File: config.mk
export PLATFORM = sky130hd
export DESIGN_NAME = rpd_track_flat
export DESIGN_NICKNAME = d
export VERILOG_FILES = /design/src/rpd_pkg.sv /design/src/rpd_in_if.sv /design/src/rpd_track.sv /design/src/flat_wrapper.sv
export SDC_FILE = /design/constraint.sdc
export NUM_CORES = 1
export LEC_CHECK = 0
export BUFFER_PORTS_ARGS = -buffer_cell sky130_fd_sc_hd__buf_4
export CAP_MARGIN = 20
export CORE_ASPECT_RATIO = 2
export CORE_UTILIZATION = 54
export CTS_CLUSTER_DIAMETER = 200
export DETAILED_ROUTE_END_ITERATION = 16
export PLACE_DENSITY = 0.74
export SYNTH_ARGS = -nofsm -noshare
export SYNTH_HDL_FRONTEND = slang
export SYNTH_SLANG_ARGS = --single-unit
File: constraint.sdc
create_clock -name i_clk -period 13.01 [get_ports i_clk]
set_clock_uncertainty 0.15 [all_clocks]
set_input_delay 1.9515 -clock i_clk [delete_from_list [all_inputs] [get_ports i_clk]]
set_output_delay 1.9515 -clock i_clk [all_outputs]
set_load 0.005 [all_outputs]
File: src/rpd_pkg.sv
package rpd_pkg;

    localparam int ERROR_WIDTH = 32;
    localparam int DUTY_MAX    = 255;

    localparam int SPEED_W   = 16;
    localparam int DELTA_W   = 12;
    localparam int STEP_W    = 16;
    localparam int DUTY_W    = 8;
    localparam int CFG_IDX_W = 3;
    localparam int CFG_W     = 16;
    localparam int FRAC_W    = 8;

    localparam int MEAS_W = DELTA_W + 1;
    localparam int ACC_W  = ERROR_WIDTH + 2;
    localparam int DIFF_W = ERROR_WIDTH + 1;
    localparam int PROD_W = DIFF_W + STEP_W + 2;
    localparam int TERM_W = PROD_W - 2 * FRAC_W;
    localparam int DRV_W  = TERM_W + 1;

    localparam logic [CFG_W-1:0] RST_ACCEL_X = CFG_W'(190);
    localparam logic [CFG_W-1:0] RST_DECEL_X = CFG_W'(345);
    localparam logic [CFG_W-1:0] RST_ACCEL_W = CFG_W'(384);
    localparam logic [CFG_W-1:0] RST_DECEL_W = CFG_W'(384);
    localparam logic [CFG_W-1:0] RST_KP_X    = CFG_W'(102);
    localparam logic [CFG_W-1:0] RST_KD_X    = CFG_W'(26);
    localparam logic [CFG_W-1:0] RST_KP_W    = CFG_W'(256);
    localparam logic [CFG_W-1:0] RST_KD_W    = CFG_W'(512);

    typedef enum logic [CFG_IDX_W-1:0] {
        REG_ACCEL_X,
        REG_DECEL_X,
        REG_ACCEL_W,
        REG_DECEL_W,
        REG_KP_X,
        REG_KD_X,
        REG_KP_W,
        REG_KD_W
    } t_cfg_idx;

    typedef struct packed {
        logic [STEP_W-1:0] accel_x;
        logic [STEP_W-1:0] decel_x;
        logic [STEP_W-1:0] accel_w;
        logic [STEP_W-1:0] decel_w;
        logic [STEP_W-1:0] kp_x;
        logic [STEP_W-1:0] kd_x;
        logic [STEP_W-1:0] kp_w;
        logic [STEP_W-1:0] kd_w;
    } t_cfg;

    typedef struct packed {
        logic signed [ERROR_WIDTH-1:0] e_x;
        logic signed [DIFF_W-1:0]      b_x;
        logic signed [ERROR_WIDTH-1:0] e_w;
        logic signed [DIFF_W-1:0]      b_w;
    } t_err;

    typedef struct packed {
        logic signed [PROD_W-1:0] pk_x;
        logic signed [PROD_W-1:0] pd_x;
        logic signed [PROD_W-1:0] pk_w;
        logic signed [PROD_W-1:0] pd_w;
    } t_prod;

    typedef struct packed {
        logic signed [TERM_W-1:0] px;
        logic signed [TERM_W-1:0] pw;
    } t_term;

    typedef struct packed {
        logic [DUTY_W-1:0] fwd;
        logic [DUTY_W-1:0] rev;
    } t_duty;

    // step toward target without passing it
    function automatic logic signed [SPEED_W-1:0] ramp(
        input logic signed [SPEED_W-1:0] cur,
        input logic signed [SPEED_W-1:0] tgt,
        input logic [STEP_W-1:0]         up,
        input logic [STEP_W-1:0]         down
    );
        logic signed [SPEED_W+1:0] cur_e;
        logic signed [SPEED_W+1:0] tgt_e;
        logic signed [SPEED_W+1:0] up_s;
        logic signed [SPEED_W+1:0] dn_s;
        logic signed [SPEED_W+1:0] up_v;
        logic signed [SPEED_W+1:0] dn_v;
        logic signed [SPEED_W-1:0] res;
        cur_e = (SPEED_W+2)'(cur);
        tgt_e = (SPEED_W+2)'(tgt);
        up_s  = {2'b00, up};
        dn_s  = {2'b00, down};
        up_v  = cur_e + up_s;
        dn_v  = cur_e - dn_s;
        if (cur < tgt) begin
            res = (up_v > tgt_e) ? tgt : up_v[SPEED_W-1:0];
        end else if (cur > tgt) begin
            res = (dn_v < tgt_e) ? tgt : dn_v[SPEED_W-1:0];
        end else begin
            res = cur;
        end
        return res;
    endfunction

    // saturating error accumulation, measured counts scaled to q13.8
    function automatic logic signed [ERROR_WIDTH-1:0] err_update(
        input logic signed [ERROR_WIDTH-1:0] acc,
        input logic signed [SPEED_W-1:0]     speed,
        input logic signed [MEAS_W-1:0]      meas
    );
        logic signed [MEAS_W+FRAC_W-1:0] meas_q;
        logic signed [ACC_W-1:0]         sum;
        logic signed [ERROR_WIDTH-1:0]   res;
        meas_q = {meas, {FRAC_W{1'b0}}};
        sum    = ACC_W'(acc) + ACC_W'(speed) - ACC_W'(meas_q);
        if (sum[ACC_W-1:ERROR_WIDTH-1] == '0 || sum[ACC_W-1:ERROR_WIDTH-1] == '1) begin
            res = sum[ERROR_WIDTH-1:0];
        end else if (sum[ACC_W-1]) begin
            res = {1'b1, {(ERROR_WIDTH-1){1'b0}}};
        end else begin
            res = {1'b0, {(ERROR_WIDTH-1){1'b1}}};
        end
        return res;
    endfunction

    // divide by 2^16, rounding toward zero
    function automatic logic signed [TERM_W-1:0] trunc_q16(
        input logic signed [PROD_W-1:0] x
    );
        logic signed [TERM_W-1:0] q;
        q = x[PROD_W-1:2*FRAC_W];
        if (x[PROD_W-1] && (x[2*FRAC_W-1:0] != '0)) begin
            q = q + TERM_W'(1);
        end
        return q;
    endfunction

    function automatic t_duty split(input logic signed [DRV_W-1:0] drive);
        logic signed [DRV_W-1:0] lim;
        logic signed [DRV_W-1:0] c;
        logic signed [DRV_W-1:0] neg;
        t_duty d;
        lim = DRV_W'(DUTY_MAX);
        if (drive > lim) begin
            c = lim;
        end else if (drive < -lim) begin
            c = -lim;
        end else begin
            c = drive;
        end
        neg = -c;
        if (c >= 0) begin
            d.fwd = c[DUTY_W-1:0];
            d.rev = '0;
        end else begin
            d.fwd = '0;
            d.rev = neg[DUTY_W-1:0];
        end
        return d;
    endfunction

endpackage

File: src/rpd_in_if.sv
interface rpd_in_if import rpd_pkg::*; ();
    logic                      valid;
    logic                      ready;
    logic signed [SPEED_W-1:0] target_fwd_speed;
    logic signed [SPEED_W-1:0] target_rot_speed;
    logic signed [DELTA_W-1:0] left_delta;
    logic signed [DELTA_W-1:0] right_delta;

    modport source (
        output valid, target_fwd_speed, target_rot_speed, left_delta, right_delta,
        input  ready
    );
    modport sink (
        input  valid, target_fwd_speed, target_rot_speed, left_delta, right_delta,
        output ready
    );
endinterface

File: src/rpd_track.sv
module rpd_track import rpd_pkg::*; (
    input  logic   i_clk,
    input  logic   i_rst_n,
    input  t_cfg   i_cfg,
    rpd_in_if.sink i_in,
    output logic   o_valid,
    input  logic   i_ready,
    output t_err   o_err
);

    logic                          r_valid;
    logic signed [SPEED_W-1:0]     r_cur_fwd;
    logic signed [SPEED_W-1:0]     r_cur_rot;
    logic signed [ERROR_WIDTH-1:0] r_fwd_acc;
    logic signed [ERROR_WIDTH-1:0] r_rot_acc;
    t_err                          r_err;

    logic signed [SPEED_W-1:0]     n_cur_fwd;
    logic signed [SPEED_W-1:0]     n_cur_rot;
    logic signed [ERROR_WIDTH-1:0] n_fwd_acc;
    logic signed [ERROR_WIDTH-1:0] n_rot_acc;
    t_err                          n_err;

    logic                     w_ready;
    logic                     w_accept;
    logic signed [MEAS_W-1:0] w_meas_fwd;
    logic signed [MEAS_W-1:0] w_meas_rot;

    assign w_ready    = !r_valid || i_ready;
    assign w_accept   = i_in.valid && w_ready;
    assign i_in.ready = w_ready;

    assign w_meas_fwd = MEAS_W'(i_in.right_delta) + MEAS_W'(i_in.left_delta);
    assign w_meas_rot = MEAS_W'(i_in.right_delta) - MEAS_W'(i_in.left_delta);

    always_comb begin
        n_cur_fwd = ramp(r_cur_fwd, i_in.target_fwd_speed, i_cfg.accel_x, i_cfg.decel_x);
        n_cur_rot = ramp(r_cur_rot, i_in.target_rot_speed, i_cfg.accel_w, i_cfg.decel_w);
        n_fwd_acc = err_update(r_fwd_acc, n_cur_fwd, w_meas_fwd);
        n_rot_acc = err_update(r_rot_acc, n_cur_rot, w_meas_rot);
        n_err.e_x = n_fwd_acc;
        n_err.b_x = DIFF_W'(r_fwd_acc) - DIFF_W'(n_fwd_acc);
        n_err.e_w = n_rot_acc;
        n_err.b_w = DIFF_W'(n_rot_acc) - DIFF_W'(r_rot_acc);
    end

    always_ff @(posedge i_clk) begin
        if (!i_rst_n) begin
            r_valid   <= 1'b0;
            r_cur_fwd <= '0;
            r_cur_rot <= '0;
            r_fwd_acc <= '0;
            r_rot_acc <= '0;
        end else begin
            if (w_accept) begin
                r_valid   <= 1'b1;
                r_cur_fwd <= n_cur_fwd;
                r_cur_rot <= n_cur_rot;
                r_fwd_acc <= n_fwd_acc;
                r_rot_acc <= n_rot_acc;
            end else if (i_ready) begin
                r_valid <= 1'b0;
            end
        end
    end

    always_ff @(posedge i_clk) begin
        if (w_accept) begin
            r_err <= n_err;
        end
    end

    assign o_valid = r_valid;
    assign o_err   = r_err;

endmodule

File: src/flat_wrapper.sv
// flat-port wrapper written by rule: the top's interface ports become plain ports
module rpd_track_flat import rpd_pkg::*;
  (i_clk, i_rst_n, i_cfg, o_valid, i_ready, o_err, i_in_valid, i_in_target_fwd_speed, i_in_target_rot_speed, i_in_left_delta, i_in_right_delta, i_in_ready);
  rpd_in_if i_in_i ();
  input  logic i_clk;
  input  logic i_rst_n;
  input  t_cfg i_cfg;
  output logic o_valid;
  input  logic i_ready;
  output t_err o_err;
  input wire logic [$bits(i_in_i.valid)-1:0] i_in_valid;
  input wire logic [$bits(i_in_i.target_fwd_speed)-1:0] i_in_target_fwd_speed;
  input wire logic [$bits(i_in_i.target_rot_speed)-1:0] i_in_target_rot_speed;
  input wire logic [$bits(i_in_i.left_delta)-1:0] i_in_left_delta;
  input wire logic [$bits(i_in_i.right_delta)-1:0] i_in_right_delta;
  output wire logic [$bits(i_in_i.ready)-1:0] i_in_ready;
  assign i_in_i.valid = i_in_valid;
  assign i_in_i.target_fwd_speed = i_in_target_fwd_speed;
  assign i_in_i.target_rot_speed = i_in_target_rot_speed;
  assign i_in_i.left_delta = i_in_left_delta;
  assign i_in_i.right_delta = i_in_right_delta;
  assign i_in_ready = i_in_i.ready;
  rpd_track u_core (.i_clk(i_clk), .i_rst_n(i_rst_n), .i_cfg(i_cfg), .i_in(i_in_i), .o_valid(o_valid), .i_ready(i_ready), .o_err(o_err));
endmodule
==> results.py, run 1 <==
metrics = {
    "floorplan": {
        "start_util": 0.549,
        "num_rows": 108,
        "fp.dieH_microns": 300,
        "io_pins": 320,
        "die_area_sq_um": 45300,
        "coreArea_sq_um": 43600,
        "die_w_microns": 151,
    },
    "critical_path": {
        "critPathRequiredTime_ns": 13.13,
        "ff2ff_path_depth": 45,
        "crit_type": "input pin to flip-flop",
        "cp.depth": 48,
        "cpLargestDelayFamily": "compound AO/OA/AOI/OAI gates",
        "cp_max_fo": 9,
        "arrival_ns": 12.54,
        "max_stage_delay_ns": 0.50,
        "critPathMostFrequentCell": "ha_1",
        "cp-startpoint": "i_cfg[112]",
        "cp-start-kind": "input pin",
        "critPathSlowestCell": "fa_1",
        "cp.buffers_inverters": 6,
        "rr_startpoint": "u_core.r_cur_fwd[0]$_SDFFE_PN0P_",
        "crit_path_end_kind": "flip-flop",
    },
    "logic_synthesis": {
        "syn_inst": 2882,
        "synth_edf_count": 130,
        "yosys_most_used_dff": "edfxtp_1",
        "synth_area_leaders": "ha_1 (18%), edfxtp_1 (16%), dfxtp_1 (8.1%)",
        "ys_async_sr_fraction": 0,
        "syn_nets": 3462,
        "ys_top_cells_by_count": "inv_1 (387), ha_1 (336), a21oi_1 (258)",
        "avgSynthCellArea_sq_um": 8.32,
        "synth_warnings": 0,
        "ys_seq_area_frac": 0.244,
        "ys_seq_elements": 227,
        "yosys.area.top_type": "ha_1",
        "netlist.area_leader.share": 0.175,
        "syn_area_sq_um": 24000,
        "synth_cell_types": 94,
        "synth_most_common_cell": "inv_1",
    },
    "detailed_routing": {
        "drtIter0Drc": 1065,
        "drt-total-wl_microns": 72900,
        "vias": 22439,
        "wl_per_cell_microns": 19.0,
        "drc_errors": 0,
        "post_drt_via_cell_ratio": 5.84,
        "drtAntennaViolNets": 0,
        "dr.pass1.iters": 5,
    },
    "cts": {
        "cts.clk_slew.worst_paths_ns": 0.07,
        "cts.sinks": 227,
        "cts_root_buffer": "clkbuf_16",
        "clockBufferDepth": 3,
        "cts_tree": "done",
        "clk_latency_ns": 0.55,
        "hold_buffers": 0,
        "htreeDepth": 1,
        "cts_buffers": 22,
    },
    "placement": {
        "hpwl_microns": 59500,
        "dpl_cell_area_sq_um": 27800,
        "gp_congestion": 0.961,
        "numPortBuffers": 255,
    },
    "timing": {
        "timing.fmax_mhz": 80.5,
        "report.final.slew_viol_count": 0,
        "fin_tns_setup_ns": 0,
        "min_period_ns": 12.42,
        "slew_headroom": 0.344,
        "worstMarginPinSlew_ns": 0.981,
        "hold_viol": 0,
        "finalCritPeriodShare": 0.954,
        "setup_viol": 0,
    },
    "layout": {
        "stdcell_area_sq_um": 28600,
        "antenna_cells": 0,
        "area_delta_synth_final_pct": 19.1,
        "fillCellCount": 3847,
        "drive_gt1_frac": 0.174,
        "fin_nets": 3854,
    },
    "global_route": {
        "grt_first_pass_wirelength_microns": 113000,
        "grt_util_met3": 0.0357,
        "grt_usage": 0.318,
        "use_met2": 0.610,
        "antenna_found_initial": 0,
        "grt_pass1_vias": 22805,
        "grt-ovfl-total": 0,
        "met1_usage": 0.320,
        "grt_max_degree": 78,
        "grt-busiest-layer": "met2",
    },
    "min_path": {
        "hp-class": "flip-flop to flip-flop",
        "holdCritStartpoint": "u_core.r_rot_acc[15]$_SDFFE_PN0P_",
        "worstHoldPathCells": 2,
    },
    "status": {
        "outcome": "complete, no violations",
    },
    "job": {
        "maxCapViolations": 0,
    },
}
-- worst paths after layout --
kind / to / slack, ns
max reg2reg: u_core.o_err[97]$_DFFE_PP_ / 1.65
max: u_core.o_err[97]$_DFFE_PP_ / 0.59
min reg2reg: u_core.r_rot_acc[15]$_SDFFE_PN0P_ / 0.30
min: u_core.r_rot_acc[15]$_SDFFE_PN0P_ / 0.30
-- stage by stage --
step,setup slack (ns),utilization,hold slack [ns],instances
4_1_cts,0.241,0.653,0.301,3838
3_5_place_dp,-0.280,0.636,0.292,3798
2_1_floorplan,0.275,-,0.275,2882
6_report,0.595,0.654,0.300,3840
5_1_grt,-0.138,0.654,0.321,3840
3_3_place_gp,-0.175,0.636,0.283,3798
-- cells by family (layout without fill, tap and decap cells) --
group | after synthesis | after routing | share of synthesized area
compound gates | 871 | 871 | 0.235
simple gates | 695 | 695 | 0.137
buf+inv | 468 | 876 | 0.0761
fa+ha+maj | 394 | 394 | 0.223
flops | 227 | 227 | 0.244
xor+xnor | 186 | 186 | 0.0682
mux | 41 | 41 | 0.0178
-- area by class of cell --
| class | instances | area (sq um) | area share |
|---|---|---|---|
| Timing Repair Buffer | 448 | 3410 | 0.120 |
| Sequential cell | 227 | 5850 | 0.205 |
| Clock inverter | 13 | 136 | 0.00478 |
| Inverter | 388 | 1460 | 0.0512 |
| Tap cell | 550 | 688 | 0.0241 |
| Clock buffer | 27 | 612 | 0.0214 |
| Multi-Input combinational cell | 2187 | 16400 | 0.574 |
-- cells in the final DEF (no fill, tap or decap), types with 15 or more instances in the layout --
cell	n
xnor2_1	138
a21oi_2	23
inv_1	386
xor2_1	47
fa_1	56
o21ai_0	200
o211ai_1	24
dfxtp_1	97
o31ai_1	18
o21bai_1	34
clkbuf_16	24
ha_1	336
a211oi_1	21
buf_4	444
nand4_1	32
nor2b_1	38
nand2b_1	34
a31oi_1	18
a21boi_0	15
a21oi_1	258
o21a_1	39
nand2_1	180
and3_1	19
nor2_1	223
nand3_1	56
or2_2	16
edfxtp_1	130
mux2i_1	28
nor3_1	35
a21o_1	95
-- per-layer routing --
metal	vias up	share of wire	wire, microns
met2	646	0.53	38600
met4	0	0.064	4680
li1	10959	-	-
met1	10609	0.36	26200
met3	225	0.047	3410
met5	-	0	0
-- repair_timing --
action | 4_1_cts | 5_1_grt
buffers inserted | 0 | 1
resized for setup | 0 | 8
endpoints found under the setup margin | 0 | 17
-- state kept, by name, summed over array words and instances (netlist names) --
register,count
u_core.o_err,130
u_core.r_cur_fwd,16
u_core.r_fwd_acc,32
u_core.r_cur_rot,16
u_core.r_rot_acc,32
u_core.o_valid,1
-- worst register-to-register path, delay by kind of cell, from the launching register on --
kind,cells,cell delay (ns)
AOI/OAI and AO/OA,22,5.18
xor gates and xnor gates,1,0.20
adders and majority gates,8,2.75
buffers and inverters,4,0.47
DFF,1,0.42
and+or+nand+nor,10,1.92
Power of run 1 is left out: the tool's default activity adds up to more than one toggle a clock period on the data nets, which glitch-free logic cannot reach.
==> run 2: changes to the inputs <==
--- a/config.mk
+++ b/config.mk
@@ -5,13 +5,14 @@
 export SDC_FILE = /design/constraint.sdc
 export NUM_CORES = 1
 export LEC_CHECK = 0
+export ABC_AREA = 1
 export BUFFER_PORTS_ARGS = -buffer_cell sky130_fd_sc_hd__buf_4
-export CAP_MARGIN = 20
+export CAP_MARGIN = 10
 export CORE_ASPECT_RATIO = 2
-export CORE_UTILIZATION = 54
+export CORE_UTILIZATION = 55
 export CTS_CLUSTER_DIAMETER = 200
 export DETAILED_ROUTE_END_ITERATION = 16
-export PLACE_DENSITY = 0.74
+export PLACE_DENSITY = 0.75
 export SYNTH_ARGS = -nofsm -noshare
 export SYNTH_HDL_FRONTEND = slang
 export SYNTH_SLANG_ARGS = --single-unit
==> results.py, run 2 <==
metrics = {
    "critical_path": {
        "critPathSlowestCell": "a21oi_1",
        "cp.buffers_inverters": 7,
        "crit_type": "input pin to flip-flop",
        "arrival_ns": 11.77,
        "cp_max_fo": 23,
        "ff2ff_path_depth": 52,
        "critPathMostFrequentCell": "nand2_1",
        "crit_path_end_kind": "flip-flop",
        "critPathRequiredTime_ns": 13.21,
        "cpLargestDelayFamily": "simple AND/OR/NAND/NOR gates",
        "rrSetupSlack_ns": 2.45,
        "max_stage_delay_ns": 0.69,
        "cp-startpoint": "i_cfg[96]",
        "rr_startpoint": "u_core.r_cur_fwd[0]$_SDFFE_PN0P_",
        "cp-start-kind": "input pin",
        "cp.depth": 52,
    },
    "floorplan": {
        "start_util": 0.557,
        "die_area_sq_um": 49900,
        "die_w_microns": 159,
        "coreArea_sq_um": 48400,
        "fp.dieH_microns": 315,
        "io_pins": 320,
        "num_rows": 114,
    },
    "cts": {
        "clockBufferDepth": 3,
        "post-cts-setup-buffers": 0,
        "cts_tree": "done",
        "cts_resized": 0,
        "cts_buffers": 24,
        "cts.sinks": 227,
        "hold_buffers": 0,
        "clk_latency_ns": 0.60,
        "cts.clk_slew.worst_paths_ns": 0.07,
        "htreeDepth": 1,
        "cts_root_buffer": "clkbuf_16",
    },
    "detailed_routing": {
        "wl_per_cell_microns": 17.9,
        "drt-total-wl_microns": 89300,
        "drtIter0Drc": 1409,
        "vias": 27047,
        "drtAntennaViolNets": 0,
        "post_drt_via_cell_ratio": 5.44,
        "drc_errors": 0,
        "dr.pass1.iters": 7,
    },
    "global_route": {
        "grt_max_degree": 169,
        "grt_pass1_vias": 26917,
        "antenna_found_initial": 0,
        "grt_usage": 0.363,
        "grt_first_pass_wirelength_microns": 137000,
        "grt-ovfl-total": 0,
    },
    "layout": {
        "final_common_cell": "nand2_1",
        "layout_common_cells": "nand2_1 (1141), inv_1 (814), a21oi_1 (351), ha_1 (336), nand3_1 (281)",
        "fin_nets": 4899,
        "drive_gt1_frac": 0.0858,
        "area_delta_synth_final_pct": 12.2,
        "largest_reg_flops": 130,
        "antenna_cells": 0,
        "utilization": 0.625,
    },
    "job": {
        "maxCapViolations": 0,
    },
    "timing": {
        "fin_tns_setup_ns": 0,
        "slew_headroom": 0.276,
        "rsz0062_at_grt": "no",
        "timing.fmax_mhz": 86.4,
        "finalCritPeriodShare": 0.889,
        "report.final.slew_viol_count": 0,
        "worstMarginPinSlew_ns": 1.09,
        "hold_viol": 0,
        "fin_ws_ns": 1.44,
        "min_period_ns": 11.57,
        "setup_viol": 0,
    },
    "logic_synthesis": {
        "ys_async_sr_fraction": 0,
        "syn_area_sq_um": 27000,
        "ys_seq_area_frac": 0.217,
        "synth_area_leaders": "nand2_1 (16%), ha_1 (16%), edfxtp_1 (14%)",
        "syn_inst": 4089,
        "avgSynthCellArea_sq_um": 6.59,
        "synth_cell_types": 50,
        "synth_warnings": 0,
        "yosys.area.top_type": "nand2_1",
        "netlist.area_leader.share": 0.159,
        "synth_most_common_cell": "nand2_1",
        "syn_nets": 4669,
        "synth_edf_count": 130,
        "ys_seq_elements": 227,
        "ys_top_cells_by_count": "nand2_1 (1142), inv_1 (814), a21oi_1 (351)",
        "yosys_most_used_dff": "edfxtp_1",
    },
    "min_path": {
        "worstHoldPathCells": 2,
        "holdCritStartpoint": "u_core.r_rot_acc[24]$_SDFFE_PN0P_",
        "hp-class": "flip-flop to flip-flop",
    },
    "placement": {
        "numPortBuffers": 255,
        "pre_cts_ws_ns": 1.10,
        "gp_congestion": 1.00,
        "hpwl_microns": 74500,
    },
    "status": {
        "outcome": "complete, no violations",
    },
}
==> run 2: per-layer routing <==
layer | global-route usage | vias up | routed length (microns)
met2 | 0.689 | 858 | 46900
met5 | 0 | - | 0
met4 | 0.338 | 0 | 9500
met1 | 0.326 | 12309 | 29000
met3 | 0.0370 | 372 | 3890
li1 | - | 13508 | -
==> run 2: path summary, 6_finish.rpt <==
path / endpoint
setup / recovery: u_core.o_err[94]$_DFFE_PP_
hold / removal: u_core.r_rot_acc[24]$_SDFFE_PN0P_
setup reg to reg: u_core.o_err[94]$_DFFE_PP_
hold reg to reg: u_core.r_rot_acc[24]$_SDFFE_PN0P_
==> run 2: area by class of cell <==
cell class                      count  area (sq um)
Fill cell                        4690         18100
Multi-Input combinational cell   2970         17600
Sequential cell                   227          5850
Inverter                          820          3090
Timing Repair Buffer              276          2070
Tap cell                          638           798
Clock buffer                       26           608
Clock inverter                     17           200
==> run 2: stage by stage <==
step	hold WS [ns]	cell area [sq um]	cells
finish	0.395	30200	4974
global route	0.409	30200	4974
CTS	0.399	30200	4974
detailed placement	0.379	29400	4931
global placement	0.369	29400	4931
floorplan	0.354	27000	4089
==> run 2: cells by family after synthesis <==
| group | after synthesis | synth area share |
|---|---|---|
| simple gates | 1819 | 0.283 |
| buf+inv | 892 | 0.129 |
| compound gates | 605 | 0.123 |
| fa+ha+maj | 392 | 0.198 |
| flops | 227 | 0.217 |
| xor+xnor | 154 | 0.0500 |
==> run 2: tightest hold or removal path, stage by stage, from the launching register on <==
cell	delay [ns]
dfxtp_1	0.33
o21ai_0	0.08
a21oi_1	0.10
Power of run 2 is left out for the same reason.
==> run 3: changes to the inputs <==
--- a/config.mk
+++ b/config.mk
@@ -9,10 +9,11 @@
 export BUFFER_PORTS_ARGS = -buffer_cell sky130_fd_sc_hd__buf_4
 export CAP_MARGIN = 10
 export CORE_ASPECT_RATIO = 2
+export CORE_MARGIN = 4
 export CORE_UTILIZATION = 55
 export CTS_CLUSTER_DIAMETER = 200
 export DETAILED_ROUTE_END_ITERATION = 16
-export PLACE_DENSITY = 0.75
+export PLACE_DENSITY = 0.79
 export SYNTH_ARGS = -nofsm -noshare
 export SYNTH_HDL_FRONTEND = slang
 export SYNTH_SLANG_ARGS = --single-unit
==> results.py, run 3 (synthesis gave the netlist of run 2 again) <==
metrics = {
    "status": {
        "outcome": "complete, no violations",
    },
    "critical_path": {
        "critPathSlowestCell": "fa_1",
        "max_stage_delay_ns": 0.54,
        "crit_path_end_kind": "flip-flop",
        "rrSetupSlack_ns": 2.60,
        "crit_type": "input pin to flip-flop",
        "cp_max_fo": 31,
        "cp.buffers_inverters": 6,
        "arrival_ns": 11.55,
        "cpLargestDelayFamily": "simple AND/OR/NAND/NOR gates",
        "cp-start-kind": "input pin",
        "critPathRequiredTime_ns": 13.19,
        "critPathMostFrequentCell": "nand2_1",
    },
    "placement": {
        "hpwl_microns": 74500,
        "gp_congestion": 0.999,
        "numPortBuffers": 255,
    },
    "timing": {
        "setup_viol": 0,
        "hold_viol": 0,
        "min_period_ns": 11.38,
        "rsz0062_at_grt": "no",
        "timing.fmax_mhz": 87.9,
        "fin_tns_setup_ns": 0,
        "report.final.slew_viol_count": 0,
        "worstMarginPinSlew_ns": 1.04,
        "slew_headroom": 0.304,
        "finalCritPeriodShare": 0.874,
    },
    "cts": {
        "clockBufferDepth": 3,
        "cts_resized": 0,
        "cts_root_buffer": "clkbuf_16",
        "htreeDepth": 1,
        "cts_buffers": 23,
        "cts_tree": "done",
        "cts.sinks": 227,
        "cts.clk_slew.worst_paths_ns": 0.07,
        "post-cts-setup-buffers": 0,
        "clk_latency_ns": 0.57,
        "hold_buffers": 0,
    },
    "detailed_routing": {
        "drc_errors": 0,
        "vias": 27079,
        "drtIter0Drc": 1607,
        "drtAntennaViolNets": 0,
        "drt-total-wl_microns": 89100,
        "post_drt_via_cell_ratio": 5.45,
        "dr.pass1.iters": 7,
        "wl_per_cell_microns": 17.9,
    },
    "layout": {
        "drive_gt1_frac": 0.0836,
        "final_common_cell": "nand2_1",
        "area_delta_synth_final_pct": 12.0,
        "fin_nets": 4896,
        "layout_common_cells": "nand2_1 (1141), inv_1 (814), a21oi_1 (351), ha_1 (336), nand3_1 (281)",
        "largest_reg_flops": 130,
        "fillCellCount": 4765,
    },
    "floorplan": {
        "coreArea_sq_um": 48400,
        "start_util": 0.557,
        "die_w_microns": 165,
        "die_area_sq_um": 52800,
        "fp.dieH_microns": 321,
        "num_rows": 114,
        "io_pins": 320,
    },
    "global_route": {
        "grt_max_degree": 167,
        "grt_usage": 0.334,
        "grt-ovfl-total": 0,
        "grt_first_pass_wirelength_microns": 138000,
        "antenna_found_initial": 2,
        "grt_pass1_vias": 26980,
    },
    "job": {
        "maxCapViolations": 0,
    },
    "min_path": {
        "hp-class": "flip-flop to flip-flop",
    },
}
## run 3: final timing paths
kind / start / to / cells after the start
min: u_core.o_valid$_SDFFE_PN0P_ / u_core.o_valid$_SDFFE_PN0P_ / 2
max reg2reg: u_core.r_cur_fwd[0]$_SDFFE_PN0P_ / u_core.o_err[85]$_DFFE_PP_ / 51
min reg2reg: u_core.o_valid$_SDFFE_PN0P_ / u_core.o_valid$_SDFFE_PN0P_ / 2
max: i_cfg[96] / u_core.o_err[85]$_DFFE_PP_ / 51
## run 3: per-layer routing
layer / GRT usage / part of all wire / wire (microns) / vias up
li1: - / - / - / 13497
met1: 0.316 / 0.33 / 29000 / 12336
met2: 0.637 / 0.53 / 47400 / 916
met3: 0.0264 / 0.043 / 3830 / 330
met4: 0.269 / 0.10 / 8930 / 0
met5: 0 / 0 / 0 / -
## run 3: area by class of cell
class | count | area (sq um) | area share
timing repair buffer | 274 | 2060 | 0.0681
clock buffer | 28 | 604 | 0.0200
clock inverter | 13 | 156 | 0.00518
multi-input combinational | 2970 | 17600 | 0.584
antenna | 2 | 5.00 | 0.000166
inverter | 820 | 3090 | 0.102
tap | 638 | 798 | 0.0264
sequential | 227 | 5850 | 0.194
## run 3: stage by stage
stage          worst slack [ns]   util  std cells  cell area, sq um  hold WS, ns
2_1_floorplan              2.88      -       4089             27000        0.354
3_3_place_gp               1.40  0.608       4929             29400        0.369
3_5_place_dp               1.36  0.608       4929             29400        0.377
4_1_cts                    1.93  0.624       4970             30200        0.396
5_1_grt                   0.908  0.624       4972             30200        0.415
6_report                   1.63  0.624       4972             30200        0.396
## run 3: tightest hold or removal path: stages (launching register included)
cell,delay [ns]
dfxtp_1,0.31
nand2_1,0.11
a21oi_1,0.08
Power of run 3 is left out for the same reason.
